`src/hdl/ttbpm_pkg.sv`:
```
// Shared package for the tap tempo estimator: field widths, reset values,
// controller state encoding and the controller/datapath handshake structs.
// No dependencies.
package ttbpm_pkg;

    localparam int          HISTORY_DEF      = 8;
    localparam int          TAP_W            = 32;
    localparam int          TIMEOUT_W        = 16;
    localparam int          TEMPO_W          = 23;
    localparam int          USED_W           = 4;
    localparam logic [15:0] TIMEOUT_RESET    = 16'd2000;
    localparam logic [22:0] CENTI_BPM_PER_MS = 23'd6000000;
    localparam logic [22:0] TEMPO_MAX        = 23'd6000000;

    typedef enum logic [2:0] {
        ST_IDLE,
        ST_READ,
        ST_SETUP,
        ST_DIV,
        ST_DONE
    } ttbpm_state_t;

    // Commands from the controller to the datapath.
    typedef struct packed {
        logic capture;      // latch the tap, apply the gap timeout
        logic read_hist;    // read the oldest tap, form the numerator
        logic update_ring;  // write the new tap into the ring
        logic div_load;     // start the divider
        logic div_step;     // one quotient bit
        logic publish;      // load the output register
    } ttbpm_cmd_t;

    // Status from the datapath to the controller.
    typedef struct packed {
        logic no_tempo;     // no earlier tap or zero span
        logic div_last;     // the current step yields the last quotient bit
        logic out_free;     // output register can take a result this cycle
    } ttbpm_status_t;

endpackage

```
`src/hdl/ttbpm_ctrl.sv`:
```
// Controller state machine of the tap tempo estimator.
// Depends on ttbpm_pkg for the state enum and the command/status structs.
module ttbpm_ctrl (
    input  logic                     clk,
    input  logic                     rst_n,
    input  logic                     in_valid,
    output logic                     in_stall,
    input  ttbpm_pkg::ttbpm_status_t status,
    output ttbpm_pkg::ttbpm_cmd_t    cmd
);
    import ttbpm_pkg::*;

    ttbpm_state_t state_reg;
    ttbpm_state_t state_next;

    always_ff @(posedge clk or negedge rst_n)
    begin
        if (!rst_n)
        begin
            state_reg <= ST_IDLE;
        end
        else
        begin
            state_reg <= state_next;
        end
    end

    always_comb
    begin
        state_next = state_reg;
        cmd        = '0;
        in_stall   = 1'b1;
        unique case (state_reg)
            ST_IDLE:
            begin
                in_stall = 1'b0;
                if (in_valid)
                begin
                    cmd.capture = 1'b1;
                    state_next  = ST_READ;
                end
            end
            ST_READ:
            begin
                cmd.read_hist = 1'b1;
                state_next    = ST_SETUP;
            end
            ST_SETUP:
            begin
                cmd.update_ring = 1'b1;
                if (status.no_tempo)
                begin
                    state_next = ST_DONE;
                end
                else
                begin
                    cmd.div_load = 1'b1;
                    state_next   = ST_DIV;
                end
            end
            ST_DIV:
            begin
                cmd.div_step = 1'b1;
                if (status.div_last)
                begin
                    state_next = ST_DONE;
                end
            end
            ST_DONE:
            begin
                if (status.out_free)
                begin
                    cmd.publish = 1'b1;
                    state_next  = ST_IDLE;
                end
            end
            default:
            begin
                state_next = ST_IDLE;
            end
        endcase
    end

endmodule

```
`src/hdl/ttbpm_datapath.sv`:
```
// Datapath of the tap tempo estimator: timeout register, tap ring memory,
// ring pointers, restoring divider and output register.
// Depends on ttbpm_pkg for widths, constants and the command/status structs.
module ttbpm_datapath #(
    parameter int HISTORY = ttbpm_pkg::HISTORY_DEF
) (
    input  logic                                clk,
    input  logic                                rst_n,
    input  logic                                cfg_we,
    input  logic [ttbpm_pkg::TIMEOUT_W-1:0]     cfg_wdata,
    input  logic [ttbpm_pkg::TAP_W-1:0]         tap_time_ms,
    input  logic                                out_stall,
    output logic                                out_valid,
    output logic                                tempo_valid,
    output logic [ttbpm_pkg::TEMPO_W-1:0]       tempo_centi_bpm,
    output logic [ttbpm_pkg::USED_W-1:0]        intervals_used,
    input  ttbpm_pkg::ttbpm_cmd_t               cmd,
    output ttbpm_pkg::ttbpm_status_t            status
);
    import ttbpm_pkg::*;

    localparam int COUNT_W = $clog2(HISTORY + 1);
    localparam int SLOT_W  = $clog2(HISTORY);
    localparam int SUM_W   = COUNT_W + 1;
    localparam int NUM_W   = TEMPO_W + COUNT_W;
    localparam int BIT_W   = $clog2(NUM_W);

    localparam logic [COUNT_W-1:0] HIST_COUNT = COUNT_W'(HISTORY);
    localparam logic [SUM_W-1:0]   HIST_SUM   = SUM_W'(HISTORY);
    localparam logic [SLOT_W-1:0]  LAST_SLOT  = SLOT_W'(HISTORY - 1);
    localparam logic [BIT_W-1:0]   LAST_BIT   = BIT_W'(NUM_W - 1);

    logic [TIMEOUT_W-1:0] timeout_reg;
    logic [TAP_W-1:0]     prev_tap_reg;
    logic [TAP_W-1:0]     now_reg;
    logic [TAP_W-1:0]     rd_reg;
    logic [TAP_W-1:0]     span_reg;
    logic [COUNT_W-1:0]   count_reg;
    logic [COUNT_W-1:0]   k_reg;
    logic [SLOT_W-1:0]    oldest_reg;
    logic [NUM_W-1:0]     num_reg;
    logic [NUM_W-1:0]     dq_reg;
    logic [TAP_W-1:0]     rem_reg;
    logic [BIT_W-1:0]     bit_reg;
    logic                 res_ok_reg;
    logic                 out_valid_reg;
    logic                 tempo_valid_reg;
    logic [TEMPO_W-1:0]   tempo_reg;
    logic [USED_W-1:0]    used_reg;

    logic [TAP_W-1:0]     hist_mem [HISTORY];

    logic [TAP_W-1:0]     gap;
    logic                 gap_expired;
    logic [TAP_W-1:0]     span;
    logic [SUM_W-1:0]     slot_sum;
    logic [SUM_W-1:0]     slot_wrap;
    logic                 ring_full;
    logic [SLOT_W-1:0]    wr_slot;
    logic [SLOT_W-1:0]    oldest_inc;
    logic [TAP_W:0]       trial;
    logic                 trial_ge;
    logic [TAP_W:0]       trial_diff;
    logic [TEMPO_W-1:0]   tempo_sat;

    assign gap         = tap_time_ms - prev_tap_reg;
    assign gap_expired = gap > {{(TAP_W - TIMEOUT_W){1'b0}}, timeout_reg};
    assign span        = now_reg - rd_reg;

    assign ring_full  = count_reg == HIST_COUNT;
    assign slot_sum   = SUM_W'(oldest_reg) + SUM_W'(count_reg);
    assign slot_wrap  = (slot_sum >= HIST_SUM) ? slot_sum - HIST_SUM : slot_sum;
    assign wr_slot    = ring_full ? oldest_reg : slot_wrap[SLOT_W-1:0];
    assign oldest_inc = (oldest_reg == LAST_SLOT) ? '0 : oldest_reg + 1'b1;

    // One restoring division step: shift in the next numerator bit.
    assign trial      = {rem_reg, dq_reg[NUM_W-1]};
    assign trial_ge   = trial >= {1'b0, span_reg};
    assign trial_diff = trial - {1'b0, span_reg};

    // Saturate the quotient at the top of the tempo range.
    assign tempo_sat = (dq_reg > NUM_W'(TEMPO_MAX)) ? TEMPO_MAX : dq_reg[TEMPO_W-1:0];

    assign status.no_tempo = (k_reg == '0) || (span == '0);
    assign status.div_last = bit_reg == '0;
    assign status.out_free = !out_valid_reg || !out_stall;

    always_ff @(posedge clk or negedge rst_n)
    begin
        if (!rst_n)
        begin
            timeout_reg  <= TIMEOUT_RESET;
            prev_tap_reg <= '0;
            count_reg    <= '0;
            oldest_reg   <= '0;
            res_ok_reg   <= 1'b0;
        end
        else
        begin
            if (cfg_we)
            begin
                timeout_reg <= cfg_wdata;
            end
            if (cmd.capture)
            begin
                prev_tap_reg <= tap_time_ms;
                res_ok_reg   <= 1'b0;
                if (gap_expired)
                begin
                    count_reg  <= '0;
                    oldest_reg <= '0;
                end
            end
            if (cmd.update_ring)
            begin
                if (ring_full)
                begin
                    oldest_reg <= oldest_inc;
                end
                else
                begin
                    count_reg <= count_reg + 1'b1;
                end
            end
            if (cmd.div_load)
            begin
                res_ok_reg <= 1'b1;
            end
        end
    end

    // Tap ring, read data registered.
    always_ff @(posedge clk)
    begin
        if (cmd.update_ring)
        begin
            hist_mem[wr_slot] <= now_reg;
        end
        if (cmd.read_hist)
        begin
            rd_reg <= hist_mem[oldest_reg];
        end
    end

    always_ff @(posedge clk)
    begin
        if (cmd.capture)
        begin
            now_reg <= tap_time_ms;
        end
        if (cmd.read_hist)
        begin
            k_reg   <= count_reg;
            num_reg <= NUM_W'(count_reg) * NUM_W'(CENTI_BPM_PER_MS);
        end
        if (cmd.div_load)
        begin
            span_reg <= span;
            dq_reg   <= num_reg;
            rem_reg  <= '0;
            bit_reg  <= LAST_BIT;
        end
        else if (cmd.div_step)
        begin
            rem_reg <= trial_ge ? trial_diff[TAP_W-1:0] : trial[TAP_W-1:0];
            dq_reg  <= {dq_reg[NUM_W-2:0], trial_ge};
            bit_reg <= bit_reg - 1'b1;
        end
    end

    always_ff @(posedge clk or negedge rst_n)
    begin
        if (!rst_n)
        begin
            out_valid_reg <= 1'b0;
        end
        else if (cmd.publish)
        begin
            out_valid_reg <= 1'b1;
        end
        else if (!out_stall)
        begin
            out_valid_reg <= 1'b0;
        end
    end

    always_ff @(posedge clk)
    begin
        if (cmd.publish)
        begin
            tempo_valid_reg <= res_ok_reg;
            tempo_reg       <= res_ok_reg ? tempo_sat : '0;
            used_reg        <= res_ok_reg ? USED_W'(k_reg) : '0;
        end
    end

    assign out_valid       = out_valid_reg;
    assign tempo_valid     = tempo_valid_reg;
    assign tempo_centi_bpm = tempo_reg;
    assign intervals_used  = used_reg;

endmodule

```
`src/hdl/tap_tempo_bpm_estimator.sv`:
```
// Top level of the tap tempo estimator: controller plus datapath.
// Depends on ttbpm_pkg, ttbpm_ctrl and ttbpm_datapath.
//
// Input channel: one item per tap, tap_time_ms from a free-running millisecond
// counter, accepted when in_valid is high and in_stall is low. Output channel:
// exactly one item per tap (tempo_valid, tempo_centi_bpm, intervals_used),
// taken when out_valid is high and out_stall is low. cfg_wdata is written into
// the gap timeout register when cfg_we is high; write it only while idle.
// A tap with a usable span runs READ, SETUP, NUM_W divider steps and a publish,
// where NUM_W = 23 + clog2(HISTORY + 1). A tap with no earlier tap or a zero
// span skips the divider and goes from SETUP straight to the publish. The
// restoring divider, one quotient bit per cycle, sets the pace: the next tap is
// taken in the cycle after publish, so a new tap waits until the last is published.
// in_stall is high from acceptance until the result enters the output register;
// that register holds the item while out_stall is high, and the next tap may be
// accepted and carried up to its publish meanwhile.
// rst_n clears the history, the previous tap time and the output valid and
// loads a 2000 ms timeout; the tap ring itself is not cleared.
module tap_tempo_bpm_estimator #(
    parameter int HISTORY = ttbpm_pkg::HISTORY_DEF
) (
    input  logic                                clk,
    input  logic                                rst_n,
    input  logic                                cfg_we,
    input  logic [ttbpm_pkg::TIMEOUT_W-1:0]     cfg_wdata,
    input  logic                                in_valid,
    output logic                                in_stall,
    input  logic [ttbpm_pkg::TAP_W-1:0]         tap_time_ms,
    output logic                                out_valid,
    input  logic                                out_stall,
    output logic                                tempo_valid,
    output logic [ttbpm_pkg::TEMPO_W-1:0]       tempo_centi_bpm,
    output logic [ttbpm_pkg::USED_W-1:0]        intervals_used
);
    import ttbpm_pkg::*;

    ttbpm_cmd_t    cmd;
    ttbpm_status_t status;

    // Sequence one tap at a time through read, ring update, divide, publish.
    ttbpm_ctrl u_ctrl (
        .clk      (clk),
        .rst_n    (rst_n),
        .in_valid (in_valid),
        .in_stall (in_stall),
        .status   (status),
        .cmd      (cmd)
    );

    // Hold the ring, the divider and the output register.
    ttbpm_datapath #(
        .HISTORY (HISTORY)
    ) u_datapath (
        .clk             (clk),
        .rst_n           (rst_n),
        .cfg_we          (cfg_we),
        .cfg_wdata       (cfg_wdata),
        .tap_time_ms     (tap_time_ms),
        .out_stall       (out_stall),
        .out_valid       (out_valid),
        .tempo_valid     (tempo_valid),
        .tempo_centi_bpm (tempo_centi_bpm),
        .intervals_used  (intervals_used),
        .cmd             (cmd),
        .status          (status)
    );

endmodule

```
`config.mk`:
```
export PLATFORM = sky130hd
export DESIGN_NAME = tap_tempo_bpm_estimator
export DESIGN_NICKNAME = d
export VERILOG_FILES = /design/src/hdl/ttbpm_pkg.sv /design/src/hdl/ttbpm_ctrl.sv /design/src/hdl/ttbpm_datapath.sv /design/src/hdl/tap_tempo_bpm_estimator.sv
export SDC_FILE = /design/constraint.sdc
export NUM_CORES = 1
export LEC_CHECK = 0
export BUFFER_PORTS_ARGS = -buffer_cell sky130_fd_sc_hd__clkbuf_2
export CELL_PAD_IN_SITES_DETAIL_PLACEMENT = 0
export CELL_PAD_IN_SITES_GLOBAL_PLACEMENT = 2
export CORE_MARGIN = 1
export CORE_UTILIZATION = 40
export DETAILED_ROUTE_END_ITERATION = 16
export GPL_TIMING_DRIVEN = 0
export PLACE_DENSITY_LB_ADDON = 0.1
export SLEW_MARGIN = 20
export SYNTH_ARGS = -nofsm -noshare
export SYNTH_HDL_FRONTEND = slang
export SYNTH_SLANG_ARGS = --single-unit
export TNS_END_PERCENT = 5
```
`constraint.sdc`:
```
create_clock -name clk -period 6.45 [get_ports clk]
set_input_delay 0.645 -clock clk [delete_from_list [all_inputs] [get_ports clk]]
set_output_delay 0.645 -clock clk [all_outputs]
set_load 0.01 [all_outputs]
```
==> impl_metrics.yaml, run 1 <==
cells_and_area:
  regArea_um2: 15160
  fin_cells: 3223
  diodes: 0
  nets: 2513
  fillers: 5996
  multiInputGateArea_um2: 10540
  postLayoutCoreUtil: 0.4619
  syn2layout_area_growth_pct: 14.44
  largest-register: "u_datapath.hist_mem"
  drive_gt1_frac: 0.1560
  largest_reg_flops: 256
pwr:
  clock_power_share: 0.217
  power_density_nw_per_um2: 486.7
  p_seq_frac: 0.362
  p_sw_mw: 5.652
  switching_share: 0.3824
  power.leakage_nw: 11.38
  total_power_mw: 14.78
  pwr-share-comb: 0.421
  vdd_drop_max_uv: 261.0
  power.internal_mw: 9.130
drt:
  met1_length_mm: 27.96
  drt-initial-drc-count: 1006
  wl_met3_mm: 2.484
  drc: 0
  drt_wl_total_mm: 63.51
  wl_met2_mm: 31.42
  detailroute.via_count: 16980
  firstDrtPassIters: 5
  wl_per_cell_um: 19.71
  via_per_inst: 5.267
  dr.max_layer_used: "met4"
  ant_nets: 0
worst_hold_path:
  worstHoldStart: "cfg_wdata[10]"
  hold_path_class: "primary input to register"
status:
  status: "finished, final reports clean"
synthesis:
  ys_seq_area_frac: 0.5714
  synth.avg_cell_area_um2: 12.36
  ys_ff_latch: 527
  synth.net_count: 2350
  yosysWarnings: 0
  synthesis.area_um2: 26540
  synth_cell_types: 83
  synth-edff-count: 430
  syn_inst: 2147
  async_flop_share: 0.1139
  synth_flop_cell: "edfxtp_1"
clocking:
  root_buffer: "clkbuf_16"
  cts.sinks: 527
  clk_pin_slew_ns: 0.06
  cts_resized: 0
  numCtsBuffers: 59
  htree_levels: 2
  cts_tree: "done"
  ctsLongestPathBuffers: 3
  clk_latency_ns: 0.65
sta:
  fin_crit_sh: 0.8653
  setup_viol: 0
  relSlewSlack: 0.3419
  finalSetupTns_ns: 0
  hold_viol: 0
  setup_slack_ns: 0.8689
  fmax_ghz: 0.1792
  grt_setup_unrepaired: "no"
  slew_viol_final: 0
  fin_crit_ns: 5.581
  skew_ns: 0.05108
  tightest_slew_ns: 0.9872
floorplanning:
  die_h_um: 259.6
  die_w_um: 259.6
  dieArea_um2: 67380
  ioPinCount: 83
  rows: 94
  initial_core_util: 0.4036
  core-area_um2: 65750
job:
  max_cap_violations: 0
global_routing:
  grt_usage: 0.1909
  grt_remaining_overflow: 0
  antenna_found_initial: 0
  grt_max_degree: 42
  grt_pass1_vias: 17410
  grt_pass1_wl_mm: 99.24
worst_setup_path:
  r2r-start: "u_datapath.now_reg[6]$_DFFE_PP_"
  cpLargestDelayFamily: "simple AND/OR/NAND/NOR gates"
  path_class: "register to register"
  critical_path_buf_inv_count: 4
  cpPeakStageDelay_ns: 0.63
  crit_top_cell: "buf_6"
  crit_required_ns: 6.66
  worst_path_max_delay_cell: "a2111oi_0"
  arrival_ns: 5.79
  crit_path_start: "u_datapath.now_reg[6]$_DFFE_PP_"
  endpoint_kind: "register"
  worstSetupStartpointType: "register"
  worstPathCellList: "ha_1, clkbuf_1, a21o_1, a21oi_1, a311oi_1, nor2_1, o21a_1, a2111oi_0, nand4_1, nor3_1, nand4b_1, and3_1, buf_6, buf_6, buf_6, nand2b_2"
  crit_fanout: 27
placed_design:
  pre_cts_slack_ns: 0.2613
  hpwlAfterDp_mm: 46.91
  portBuffers: 82
  place_congestion: 0.8272
  dp_cells: 3112
[through the flow]
step | cell area, um2 | hold WS (ns)
after floorplan | 26540 | 0.3494
after detailed placement | 28470 | 0.4598
after CTS | 30360 | 0.1603
after global routing | 30370 | 0.1780
after global placement | 28030 | 0.4614
final | 30370 | 0.2023
[layout by cell type, fill, tap and decap left out, drive strengths merged, types with 19 or more instances in the layout]
cell      n
mux2     55
edfxtp  430
o21ai   143
dfrtp    54
mux4     64
nor3     34
nand3    36
nor2b    19
clkinv   30
and2     31
dfxtp    37
clkbuf  206
nand4    24
ha      142
xnor2    58
nor2    126
nand2   185
inv     159
a31oi    27
a21o     51
a21oi   118
buf      38
xor2     30
[power groups by stage]
stage	Combinational (mW)	Sequential [mW]	Clock, mW
after floorplan	4.53	5.28	0
after global placement	6.10	5.46	0
after detailed placement	6.26	5.44	0
after CTS	6.30	5.37	3.31
after global routing	6.97	5.46	3.44
final	6.22	5.36	3.21
[area by class of cell]
type,instances,share of cell area
Buffer,81,0.01137
Inverter,155,0.01916
Multi-Input combinational cell,1384,0.3469
Clock buffer,62,0.04899
Tap cell,864,0.03560
Clock inverter,48,0.01306
Sequential cell,527,0.4993
Timing Repair Buffer,102,0.02567
[cells by family after synthesis]
family,synth area share
buffers and inverters,0.03484
xor gates and xnor gates,0.02904
muxes,0.08067
AOI/OAI and AO/OA,0.1126
and+or+nand+nor,0.09845
adders and majority gates,0.07299
DFF,0.5714
[final timing paths]
kind,endpoint,slack (ns),cells after the start
min,u_datapath.timeout_reg[10]$_DFFE_PN1P_,0.20,3
max reg2reg,u_datapath.dq_reg[6]$_SDFFCE_PN0P_,0.87,16
max in group asynchronous,u_datapath.timeout_reg[6]$_DFFE_PN1P_,5.33,3
min reg2reg,u_datapath.bit_reg[0]$_SDFFE_PN0P_,0.48,2
max,u_datapath.dq_reg[6]$_SDFFCE_PN0P_,0.87,16
min in group asynchronous,u_datapath.prev_tap_reg[23]$_DFFE_PN0P_,0.50,2
[cells in the mapped netlist, types with 5 or more instances]
| cell type | n | area share |
|---|---|---|
| a2111oi_0 | 8 | 0.0026 |
| o21a_1 | 14 | 0.0040 |
| or3_1 | 10 | 0.0024 |
| a21o_1 | 51 | 0.014 |
| or2_2 | 7 | 0.0017 |
| o31ai_1 | 7 | 0.0020 |
| o21ai_1 | 6 | 0.0011 |
| and2_1 | 29 | 0.0068 |
| dfrtp_1 | 54 | 0.051 |
| ha_1 | 142 | 0.067 |
| xor2_1 | 30 | 0.0099 |
| o211ai_1 | 18 | 0.0051 |
| and3_1 | 13 | 0.0031 |
| nand2b_1 | 18 | 0.0042 |
| a22oi_1 | 5 | 0.0014 |
| nor2b_1 | 19 | 0.0045 |
| o21bai_1 | 11 | 0.0031 |
| nand4_1 | 23 | 0.0054 |
| nor4_1 | 9 | 0.0021 |
| inv_1 | 155 | 0.022 |
| mux2_2 | 55 | 0.023 |
| nand3_1 | 36 | 0.0068 |
| o2111ai_1 | 5 | 0.0017 |
| nor2_1 | 126 | 0.018 |
| or4_1 | 5 | 0.0014 |
| dfstp_2 | 6 | 0.0059 |
| xnor2_1 | 58 | 0.019 |
| mux4_2 | 64 | 0.054 |
| nand2_1 | 185 | 0.026 |
| a31oi_1 | 27 | 0.0064 |
| nor3_1 | 34 | 0.0064 |
| buf_1 | 10 | 0.0014 |
| o31a_1 | 5 | 0.0017 |
| o22ai_1 | 7 | 0.0017 |
| a21oi_1 | 116 | 0.022 |
| dfxtp_1 | 37 | 0.028 |
| mux2i_1 | 8 | 0.0030 |
| edfxtp_1 | 430 | 0.49 |
| o21ai_0 | 136 | 0.026 |
| a31o_2 | 6 | 0.0020 |
| clkbuf_1 | 62 | 0.0088 |
| fa_1 | 8 | 0.0060 |
| nor3b_1 | 8 | 0.0023 |
| a211oi_1 | 14 | 0.0040 |
[metal layers]
layer / vias up / track usage
met5: - / 0
met4: 0 / 0.05931
met1: 8265 / 0.2409
li1: 8323 / -
met3: 98 / 0.03207
met2: 290 / 0.3334
[what timing repair did]
item                                    4_1_cts  5_1_grt
endpoints found under the setup margin        0        0
endpoints found under the hold margin        21        0
buffers inserted                              0        0
hold buffers                                  1        0
[tightest hold or removal path, cell delays in order]
cell      delay [ns]
clkbuf_2        0.08
nand2_1         0.05
o21ai_0         0.07
No activity file was read; power rests on OpenSTA's default activity.
==> run 2: changes to the inputs <==
clock period = 7.2 ns   (was 6.45 ns; I/O delays follow)
==> impl_metrics.yaml, run 2 (same netlist as run 1, synthesis figures left out) <==
clocking:
  cts.sinks: 527
  ctsHoldBuffers: 0
  clk_latency_ns: 0.65
  cts_tree: "done"
  numCtsBuffers: 59
  htree_levels: 2
  ctsLongestPathBuffers: 3
  cts_resized: 0
  post_cts_buffers: 0
  clk_pin_slew_ns: 0.06
  root_buffer: "clkbuf_16"
drt:
  wl_per_cell_um: 19.73
  detailroute.via_count: 16920
  via_per_inst: 5.251
  firstDrtPassIters: 6
  drc: 0
  drt_wl_total_mm: 63.57
  ant_nets: 0
  drt-initial-drc-count: 1000
sta:
  fin_crit_sh: 0.7804
  relSlewSlack: 0.3380
  skew_ns: 0.05079
  fin_crit_ns: 5.619
  finalSetupTns_ns: 0
  slew_viol_final: 0
  setup_viol: 0
  grt_setup_unrepaired: "no"
  hold_viol: 0
  tightest_slew_ns: 0.9930
  fmax_ghz: 0.1780
global_routing:
  grt_usage: 0.1909
  grt_max_degree: 42
  antenna_found_initial: 0
  grt_pass1_vias: 17410
  grt_remaining_overflow: 0
  grt_pass1_wl_mm: 99.24
cells_and_area:
  largest_reg_flops: 256
  layout_common_cells: "430 x edfxtp_1, 185 x nand2_1, 155 x inv_1"
  syn2layout_area_growth_pct: 14.40
  nets: 2512
  fin_cells: 3222
  diodes: 0
  largest-register: "u_datapath.hist_mem"
  layout_commonest_cell: "edfxtp_1"
  drive_gt1_frac: 0.1561
  postLayoutCoreUtil: 0.4618
floorplanning:
  initial_core_util: 0.4036
  rows: 94
  ioPinCount: 83
  die_h_um: 259.6
  dieArea_um2: 67380
  core-area_um2: 65750
  die_w_um: 259.6
worst_setup_path:
  worstPathCellList: "ha_1, clkbuf_1, a21o_1, a21oi_1, a311oi_1, nor2_1, o21a_1, a2111oi_0, nand4_1, nor3_1, nand4b_1, and3_1, buf_6, buf_6, buf_6, nand2b_2"
  cpPeakStageDelay_ns: 0.63
  crit_top_cell: "buf_6"
  arrival_ns: 5.83
  endpoint_kind: "register"
  cpLargestDelayFamily: "simple AND/OR/NAND/NOR gates"
  worst_path_max_delay_cell: "a2111oi_0"
  crit_fanout: 27
  crit_required_ns: 7.41
  path_class: "register to register"
  worstSetupStartpointType: "register"
  critical_path_buf_inv_count: 4
worst_hold_path:
  hold_path_class: "primary input to asynchronous set/reset pin"
status:
  status: "finished, final reports clean"
pwr:
  power.leakage_nw: 11.37
  total_power_mw: 13.25
  power_density_nw_per_um2: 436.3
  vdd_drop_max_uv: 233.1
placed_design:
  dp_cells: 3112
  portBuffers: 82
  place_congestion: 0.8272
  hpwlAfterDp_mm: 46.91
job:
  max_cap_violations: 0
==> run 2: cell types whose count changed in the layout (fill, tap and decap cells not counted), sizes merged <==
cell         previous run  this run
dlygate4sd3             1         0
==> run 2: worst paths after layout <==
kind	start	end	slack, ns	depth (start not counted)
max	u_datapath.now_reg[6]$_DFFE_PP_	u_datapath.dq_reg[6]$_SDFFCE_PN0P_	1.58	16
min	rst_n	u_datapath.prev_tap_reg[23]$_DFFE_PN0P_	0.04	1
max reg2reg	u_datapath.now_reg[6]$_DFFE_PP_	u_datapath.dq_reg[6]$_SDFFCE_PN0P_	1.58	16
min reg2reg	u_datapath.bit_reg[0]$_SDFFE_PN0P_	u_datapath.bit_reg[0]$_SDFFE_PN0P_	0.48	2
max in group asynchronous	rst_n	u_datapath.timeout_reg[6]$_DFFE_PN1P_	6.54	2
min in group clk	cfg_wdata[10]	u_datapath.timeout_reg[10]$_DFFE_PN1P_	0.28	3
==> run 2: final cells by class <==
type	count	area [um2]
Multi-Input combinational cell	1384	10540
Inverter	155	581.8
Clock inverter	48	396.6
Clock buffer	62	1488
Fill cell	5996	35390
Timing Repair Buffer	101	769.5
Sequential cell	527	15160
Buffer	81	345.3
Tap cell	864	1081
==> run 2: power breakdown <==
| part | internal (mW) | switching [mW] |
|---|---|---|
| sequential | 4.39 | 0.406 |
| combinational | 2.19 | 3.38 |
| clock | 1.59 | 1.28 |
| total | 8.18 | 5.07 |
==> run 2: through the flow <==
stage                     setup slack, ns  area (um2)  hold slack [ns]
after floorplan                     2.025       26540           0.4244
after global placement            -0.7191       28030           0.4614
after detailed placement           0.9363       28470           0.4598
after CTS                           1.457       30350          0.01230
after global routing                1.215       30360          0.02945
final                               1.581       30360          0.03839
==> run 2: metal layers <==
| metal | vias up | wire (um) | global-route usage |
|---|---|---|---|
| met5 | - | 0 | 0 |
| li1 | 8324 | - | - |
| met1 | 8224 | 28040 | 0.2409 |
| met4 | 0 | 1651 | 0.05931 |
| met2 | 275 | 31410 | 0.3334 |
| met3 | 97 | 2473 | 0.03207 |
==> run 3: changes to the inputs <==
ABC_AREA = 1   (was unset)
clock period = 5.65 ns   (was 7.2 ns; I/O delays follow)
==> impl_metrics.yaml, run 3 <==
sta:
  setup_viol: 0
  fin_crit_sh: 0.7472
  fmax_ghz: 0.2369
  relSlewSlack: 0.3988
  skew_ns: 0.02074
  slew_viol_final: 0
  tightest_slew_ns: 0.9019
  grt_setup_unrepaired: "no"
  holdWs_ns: 0.1490
  fin_crit_ns: 4.222
  setup_slack_ns: 1.428
  hold_viol: 0
clocking:
  cts_tree: "done"
  root_buffer: "clkbuf_16"
  cts_resized: 0
  htree_levels: 2
  cts.sinks: 527
  numCtsBuffers: 58
  ctsHoldBuffers: 1
  clk_pin_slew_ns: 0.06
  ctsLongestPathBuffers: 3
  post_cts_buffers: 0
  clk_latency_ns: 0.62
drt:
  drc: 0
  drt-initial-drc-count: 1351
  via_per_inst: 5.039
  ant_nets: 0
  drt_wl_total_mm: 80.88
  wl_per_cell_um: 18.47
  detailroute.via_count: 22070
  firstDrtPassIters: 5
worst_hold_path:
  hold_path_class: "primary input to register"
placed_design:
  portBuffers: 82
  place_congestion: 0.8896
  hpwlAfterDp_mm: 62.09
  post_dp_cell_area_um2: 30300
  pre_cts_slack_ns: 0.8889
pwr:
  power.internal_mw: 10.40
  p_sw_mw: 7.939
  vdd_drop_max_uv: 312.1
  p_seq_frac: 0.340
  switching_share: 0.4330
  power_density_nw_per_um2: 571.4
  total_power_mw: 18.33
  power.leakage_nw: 14.08
  pwr-share-comb: 0.467
  clock_power_share: 0.193
synthesis:
  synth_top_area_frac: 0.4559
  synth_cell_types: 46
  synth_flop_cell: "edfxtp_1"
  synthTopCellsByArea: "edfxtp_1 46%, nand2_1 10%, ha_1 6.3%"
  synth.avg_cell_area_um2: 8.759
  ys_seq_area_frac: 0.5353
  async_flop_share: 0.1139
  synth.net_count: 3437
  ys_ff_latch: 527
  yosys-top-cells-count: "785 x nand2_1, 454 x inv_1, 446 x nor2_1"
  yosysTopAreaCell: "edfxtp_1"
  synthesis.area_um2: 28330
  syn_inst: 3234
  yosysWarnings: 0
  yosys.cell_count.top_type: "nand2_1"
  synth-edff-count: 430
global_routing:
  grt_remaining_overflow: 0
  grt_pass1_wl_mm: 123.6
  grt_max_degree: 33
  grt_pass1_vias: 21650
  grt_usage: 0.2257
  antenna_found_initial: 1
cells_and_area:
  regArea_um2: 15160
  diodes: 0
  postLayoutCellArea_um2: 32080
  fillers: 6827
  multiInputGateArea_um2: 11110
  layout_commonest_cell: "nand2_1"
  largest-register: "u_datapath.hist_mem"
  syn2layout_area_growth_pct: 13.27
  drive_gt1_frac: 0.07384
  layout_common_cells: "784 x nand2_1, 453 x inv_1, 437 x nor2_1"
  nets: 3598
  largest_reg_flops: 256
job:
  max_cap_violations: 0
floorplanning:
  die_h_um: 268.1
  rows: 97
  initial_core_util: 0.4045
  dieArea_um2: 71880
  die_w_um: 268.1
  ioPinCount: 83
  core-area_um2: 70030
status:
  status: "finished, final reports clean"
worst_setup_path:
  arrival_ns: 4.43
  endpoint_kind: "register"
  crit_required_ns: 5.86
  crit_fanout: 27
  path_class: "register to register"
  worstSetupStartpointType: "register"
run 3: cell types whose count changed after synthesis, moves of 25 or more:
cell / before / now
a21o_1: 51 / 10
and2_1: 29 / 1
inv_1: 155 / 454
mux2_2: 55 / 1
mux4_2: 64 / 0
nand2_1: 185 / 785
nand3_1: 36 / 113
nor2_1: 126 / 446
o21ai_0: 136 / 244
o22ai_1: 7 / 32
xnor2_1: 58 / 23
run 3: metrics by stage:
| step | TNS (ns) | util | instances |
|---|---|---|---|
| finish | 0 | 0.4582 | 4380 |
| global route | 0 | 0.4582 | 4380 |
| CTS | 0 | 0.4581 | 4380 |
| detailed placement | 0 | 0.4327 | 4274 |
| global placement | -73.18 | 0.4271 | 4256 |
| floorplan | 0 | - | 3234 |
run 3: worst max-delay path: stages, from the launching register on:
cell and delay (ns):
edfxtp_1 0.63, ha_1 0.49, nand2_1 0.11, nand2_1 0.11, a21oi_1 0.26, nand3_1 0.25, xnor2_1 0.27, nand3_1 0.11
nor2_1 0.12, nand2_1 0.06, nor2_1 0.19, nand3_2 0.21, nand3_2 0.26, buf_6 0.19, buf_6 0.15, nand2_2 0.37
run 3: power by group through the flow:
stage / clock [mW] / combinational (mW) / sequential, mW
after floorplan: 0 / 5.97 / 6.13
after global placement: 0 / 8.32 / 6.36
after detailed placement: 0 / 8.56 / 6.33
after CTS: 3.62 / 8.61 / 6.26
after global routing: 3.76 / 9.69 / 6.35
final: 3.54 / 8.56 / 6.24
run 3: logic make-up (layout without fill, tap and decap cells):
logic type	count (synthesis)	count (layout)	share of synthesized area
AO/OA/AOI/OAI	486	486	0.09369
AND/OR/NAND/NOR	1445	1445	0.2058
XOR/XNOR	69	69	0.02133
adder cells (fa/ha/maj)	150	150	0.06838
buffers and inverters	556	762	0.07514
multiplexers	1	1	0.0003975
flip-flops	527	527	0.5353
run 3: path summary, 6_finish.rpt:
check | startpoint | to | slack [ns] | cells after the start
setup / recovery | u_datapath.now_reg[9]$_DFFE_PP_ | u_datapath.dq_reg[17]$_DFFE_PP_ | 1.43 | 15
hold / removal | cfg_wdata[4] | u_datapath.timeout_reg[4]$_DFFE_PN1P_ | 0.15 | 3
setup reg to reg | u_datapath.now_reg[9]$_DFFE_PP_ | u_datapath.dq_reg[17]$_DFFE_PP_ | 1.43 | 15
hold reg to reg | u_datapath.bit_reg[4]$_SDFFE_PN1P_ | u_datapath.bit_reg[4]$_SDFFE_PN1P_ | 0.49 | 2
max in group asynchronous | rst_n | u_datapath.prev_tap_reg[6]$_DFFE_PN0P_ | 4.57 | 3
min in group asynchronous | rst_n | u_ctrl.state_reg[0]$_DFFE_PN0P_ | 0.48 | 2
run 3: cell type report:
cell class                      count  share of cell area
Buffer                             90             0.01186
Clock buffer                       71             0.04738
Clock inverter                     34            0.007799
Inverter                          466             0.05452
Multi-Input combinational cell   2151              0.3463
Sequential cell                   527              0.4726
Tap cell                          940             0.03666
Timing Repair Buffer              101             0.02293
run 3: metal layers:
metal | track usage | vias up | part of all wire
li1 | - | 10990 | -
met1 | 0.3049 | 10530 | 0.46
met3 | 0.02309 | 103 | 0.039
met2 | 0.3862 | 447 | 0.48
met5 | 0 | - | 0
met4 | 0.05822 | 0 | 0.022
